**config.mk**
```make
export PLATFORM = sky130hd
export DESIGN_NAME = bbc_clamp
export DESIGN_NICKNAME = d
export VERILOG_FILES = /design/src/hdl/bbc_pkg.sv /design/src/hdl/bbc_clamp.sv
export SDC_FILE = /design/constraint.sdc
export NUM_CORES = 1
export LEC_CHECK = 0
export ABC_AREA = 1
export BUFFER_PORTS_ARGS = -buffer_cell sky130_fd_sc_hd__buf_2
export CAP_MARGIN = 20
export CORE_ASPECT_RATIO = 1.4
export CORE_MARGIN = 4
export CORE_UTILIZATION = 25
export CTS_BUF_LIST = sky130_fd_sc_hd__clkbuf_4 sky130_fd_sc_hd__clkbuf_8 sky130_fd_sc_hd__clkbuf_16
export DETAILED_ROUTE_END_ITERATION = 6
export PLACE_DENSITY = 0.47
export RECOVER_POWER = 50
export SETUP_SLACK_MARGIN = 0.2
export SLEW_MARGIN = 10
export SYNTH_ARGS = -nofsm -noshare
export SYNTH_HDL_FRONTEND = slang
export SYNTH_SLANG_ARGS = --single-unit
export TNS_END_PERCENT = 20
```
**constraint.sdc**
```tcl
create_clock -name i_clk -period 1.3 [get_ports i_clk]
set_clock_uncertainty 0.15 [all_clocks]
set_input_delay 0.065 -clock i_clk [delete_from_list [all_inputs] [get_ports i_clk]]
set_output_delay 0.065 -clock i_clk [all_outputs]
set_load 0.05 [all_outputs]
```
**src/hdl/bbc_pkg.sv**
```systemverilog
// Shared types, constants and helpers for the binary/BCD converter.
package bbc_pkg;

    localparam int VALUE_W    = 24;
    localparam int NIB_W      = 4;
    localparam int NIBS       = VALUE_W / NIB_W;
    localparam int DIGITS_DEF = 6;
    localparam int LIMIT_W    = 40;

    // reciprocal of ten, exact for operands below 2**26
    localparam int RECIP_SHIFT = 27;
    localparam logic [VALUE_W-1:0] RECIP_TEN = VALUE_W'(((64'd1 << RECIP_SHIFT) + 64'd9) / 64'd10);

    typedef enum logic {
        KIND_TO_BCD   = 1'b0,
        KIND_FROM_BCD = 1'b1
    } t_kind;

    typedef struct packed {
        t_kind              kind;
        logic               clamped;
        logic [VALUE_W-1:0] work;   // quotient left to split, or running sum
        logic [VALUE_W-1:0] bcd;    // digits so far, or raw nibbles
    } t_stage;

    function automatic logic [LIMIT_W-1:0] amount_limit(input int digits);
        logic [LIMIT_W-1:0] lim;
        lim = LIMIT_W'(1);
        for (int d = 0; d < digits; d++) begin
            lim = LIMIT_W'(lim * LIMIT_W'(10));
        end
        return LIMIT_W'(lim - LIMIT_W'(1));
    endfunction

    function automatic logic [VALUE_W-1:0] limit_bcd(input int digits);
        logic [VALUE_W-1:0] pat;
        pat = '0;
        for (int d = 0; d < NIBS; d++) begin
            if (d < digits) begin
                pat[d*NIB_W +: NIB_W] = NIB_W'(9);
            end
        end
        return pat;
    endfunction

endpackage

```
**src/hdl/bbc_clamp.sv**
```systemverilog
// Entry stage: clamps binary amounts and sets up the digit pipeline.
module bbc_clamp
    import bbc_pkg::*;
#(
    parameter int DIGITS = DIGITS_DEF
) (
    input  logic               i_clk,
    input  logic               i_rst_n,
    input  logic               i_en,
    input  logic               i_valid,
    input  logic               i_kind,
    input  logic [VALUE_W-1:0] i_value,
    output logic               o_valid,
    output t_stage             o_stage
);

    localparam logic [LIMIT_W-1:0] LIMIT = amount_limit(DIGITS);

    logic   r_valid;
    t_stage r_stage;
    t_stage n_stage;
    logic   over;

    assign over = {{(LIMIT_W-VALUE_W){1'b0}}, i_value} > LIMIT;

    always_comb begin
        n_stage.kind = t_kind'(i_kind);
        if (t_kind'(i_kind) == KIND_TO_BCD) begin
            n_stage.clamped = over;
            n_stage.work    = over ? LIMIT[VALUE_W-1:0] : i_value;
            n_stage.bcd     = '0;
        end else begin
            n_stage.clamped = 1'b0;
            n_stage.work    = '0;
            n_stage.bcd     = i_value;
        end
    end

    always_ff @(posedge i_clk) begin
        if (!i_rst_n) begin
            r_valid <= 1'b0;
        end else if (i_en) begin
            r_valid <= i_valid;
        end
    end

    always_ff @(posedge i_clk) begin
        if (i_en) begin
            r_stage <= n_stage;
        end
    end

    assign o_valid = r_valid;
    assign o_stage = r_stage;

endmodule

```
; ---- After elaboration in Yosys (flattened, before gate mapping)
; Index checks and enable logic that the tools add are counted.
[word_totals]
register_bits = 51
latchBits = 0
ram_bits = 0
rom_bits = 0
inputBits = 29
out_inout_bits = 51
word_cells = 9
mem_count = 0
[op_classes]
n_addsub = 0
n_mul = 0
n_div = 0
n_lt_le_gt_ge = 1
n_eq_ne = 0
shift = 0
mux = 1
n_bitwise = 0
reduce_logical = 1
[ops]
columns = operator, n
row1 = 24-bit by 20-bit greater-than comparator with 1-bit output (second input constant), 1
row2 = 20-bit two-way mux, 1
row3 = 2-bit OR reduction, 1

; ---- Logic depth before layout (Yosys ltp)
[logic_depth]
depth_word = 2
mapped_depth = 9
mapped_depth_nobuf = 8

; ---- Worst setup path before layout
; Ideal clock, no wire load.
[synth_path]
path_kind = input -> register
startpoint = input port i_value[10]
endpoint = register r_stage, in the netlist o_stage[26] (data pin)
setup_ps = 253
t_arrival_ps = 720
required_ps = 897
setup_slack_ps = 177
cell_stages = 9
n_path_buf = 1
cell_sequence = nor2_1 -> nand2_1 -> nand2_1 -> nand2_1 -> nand2_1 -> nand3_1 -> nand2_2 -> buf_6 -> nand2_1
[synth_between]
elab_chain_len = 2
[synth_rtl]
columns = item, line
row1 = "start, declared", bbc_clamp.sv:12  ; input logic [VALUE_W-1:0] i_value,
row2 = 24-bit by 20-bit greater-than comparator with 1-bit output, bbc_clamp.sv:24  ; assign over = {{(LIMIT_W-VALUE_W){1'b0}}, i_value} > LIMIT;
row3 = 20-bit two-way mux, bbc_clamp.sv:30  ; n_stage.work = over ? LIMIT[VALUE_W-1:0] : i_value;
row4 = "end signal, assigned", bbc_clamp.sv:49  ; r_stage <= n_stage;
row5 = "end, declared", bbc_clamp.sv:20  ; t_stage r_stage;
; No other way between the ends.
; A chain may end at the register's enable or synchronous reset.

; ---- Worst setup path in the final report
[layout_path]
startpoint = register r_stage, in the netlist o_stage[23]
endpoint = output port o_stage[23] (netlist name)
[layout_rtl]
columns = item, line
row1 = "end, declared", bbc_clamp.sv:14  ; output t_stage o_stage
; No word-level cell between the ends.

==> impl_metrics.toml <==
[placement]
placed_cells = 364
dpl_worst_slack_ns = -0.0752
dp_hpwl_um = 3240
dpl_cell_area_um2 = 2630
gp_congestion = 0.698
numPortBuffers = 79

[clocking]
clock_path_buffers = 2
htreeDepth = 2
path_clk_slew_ns = 0.09
cts.sinks = 51
root_buffer = "clkbuf_8"
post_cts_buffers = 0
cts_tree = "done"
clkLatencyLatePin_ns = 0.30
numCtsBuffers = 5

[grt]
grt_pass1_wl_um = 7620
track_usage_pct = 10.3
grt_antenna_before_repair = 0
grt_overflow_total = 0
grt_pass1_vias = 1565
grt_max_degree = 53

[setup_path]
cp.required_ns = 1.09
crit_path_top_delay_cell = "edfxtp_1"
crit_family = "flip-flops"
critPathCaptureType = "primary output"
cp-start-kind = "flop"
crit_path_max_fanout = 1
crit_type = "flop to primary output"
slowest_delay_ns = 0.41
path_buf_inv = 1
cp.arrival_ns = 0.89
path_cells = "buf_6"

[routing]
firstDrtPassIters = 4
drt_iter0_drc = 48
num_vias = 1546
via_per_inst = 3.88
wl_um = 4740
drtAntennaViolNets = 0
wl_per_cell_um = 11.9
drc = 0

[synth]
synth_area_per_cell_um2 = 11.4
synth_cells = 177
syn_area_um2 = 2020
ys_warn_count = 0
seq_area_frac_synth_pct = 75.2
ys_ff_latch = 51
ys_types = 14

[pwr]
p_per_area_nw_per_um2 = 1240
total_power_uw = 3850
power.leakage_uw = 0.00153
vdd_ir_drop_max_mv = 0.428

[finish]
finish.instance_area_um2 = 3110
final_cells = 398
final_common_cell = "nand2_1"
diodes = 0
area_delta_synth_final_pct = 53.8
final_net_count = 326
mostFrequentLayoutCells = "56 x nand2_1, 50 x edfxtp_1, 42 x buf_2"
final_util_pct = 39.9
drive_gt1_share_pct = 32.9

[sta]
setup_violations = 0
maxSlewHeadroom_pct = 52.1
rsz0062_at_grt = "true"
max_freq_mhz = 907
final.setup.worst_slack_ns = 0.198
hold_viol = 0
period_needed_ns = 1.10
worstMarginPinSlew_ns = 0.719
post-route-period-util_pct = 84.8
slew_violations = 0

[floorplanning]
die-area_um2 = 9610
io_pins = 80
fp.dieH_um = 114
core-area_um2 = 7800
floorplan.initialDensity_pct = 25.9
die_w_um = 84.0
rows = 38

[min_path]
worstHoldPathType = "primary input to flop"

[status]
outcome = "complete, no violations"

[run]
maxCapViolations = 0
-- sequential cells by signal, indices dropped and copies added (netlist names) --
register	cells
o_valid	1
o_stage	50
-- layout make-up --
class / instances / area [um2]
Fill cell: 782 / 4690
Sequential cell: 51 / 1520
Timing Repair Buffer: 115 / 866
Multi-Input combinational cell: 84 / 355
Inverter: 40 / 150
Tap cell: 100 / 125
Clock buffer: 8 / 91.3
-- cell usage after synthesis --
| cell type | instances | area, um2 |
|---|---|---|
| conb_1 | 1 | 3.75 |
| inv_1 | 40 | 150 |
| o21ai_0 | 1 | 5.00 |
| a21oi_1 | 1 | 5.00 |
| nand2_2 | 1 | 6.26 |
| nand4_1 | 1 | 6.26 |
| dfxtp_1 | 1 | 20.0 |
| nand3_1 | 3 | 15.0 |
| clkbuf_1 | 4 | 15.0 |
| nor2_1 | 16 | 60.1 |
| nand4_2 | 1 | 12.5 |
| buf_6 | 1 | 11.3 |
| nand2_1 | 56 | 210 |
| edfxtp_1 | 50 | 1500 |
-- worst paths after layout --
check / startpoint / to / slack, ns / cells after the start
hold reg to reg: o_valid / o_valid / 0.41 / 2
setup / recovery: o_stage[23] / o_stage[23] / 0.20 / 1
setup reg to reg: o_valid / o_valid / 0.48 / 2
hold / removal: i_value[12] / o_stage[12] / 0.01 / 4
-- repair_timing --
action	4_1_cts	5_1_grt
hold buffers	26	0
cloned	0	0
endpoints found under the hold margin	39	0
setup endpoints to repair	51	66
resized for setup	32	32
-- kinds of logic after synthesis --
family / count (synthesis) / share of synthesized area (%)
buffers and inverters: 45 / 8.72
other: 1 / 0.185
AO/OA/AOI/OAI: 2 / 0.495
AND/OR/NAND/NOR: 78 / 15.3
flip-flops: 51 / 75.2
-- metrics by stage --
step | hold WS (ns) | setup TNS, ns
after floorplan | 0.00846 | 0
after global placement | 0.151 | -0.630
after detailed placement | 0.157 | -0.871
after CTS | 0.000974 | 0
after global routing | 0.0356 | 0
final | 0.0138 | 0
-- power by group --
part	switching [uW]	internal [uW]	leakage, uW	total (uW)
clock	497	447	0.0000498	944
sequential	39.7	1950	0.000492	1990
combinational	635	282	0.000991	917
-- layer usage --
metal / global-route usage, % / vias up / routed length, um
met4: 3.97 / 0 / 72
met5: 0 / - / 0
met3: 3.53 / 5 / 336
li1: - / 784 / -
met1: 11.0 / 708 / 1830
met2: 18.9 / 49 / 2490
Power figures use the tool's default switching activity.
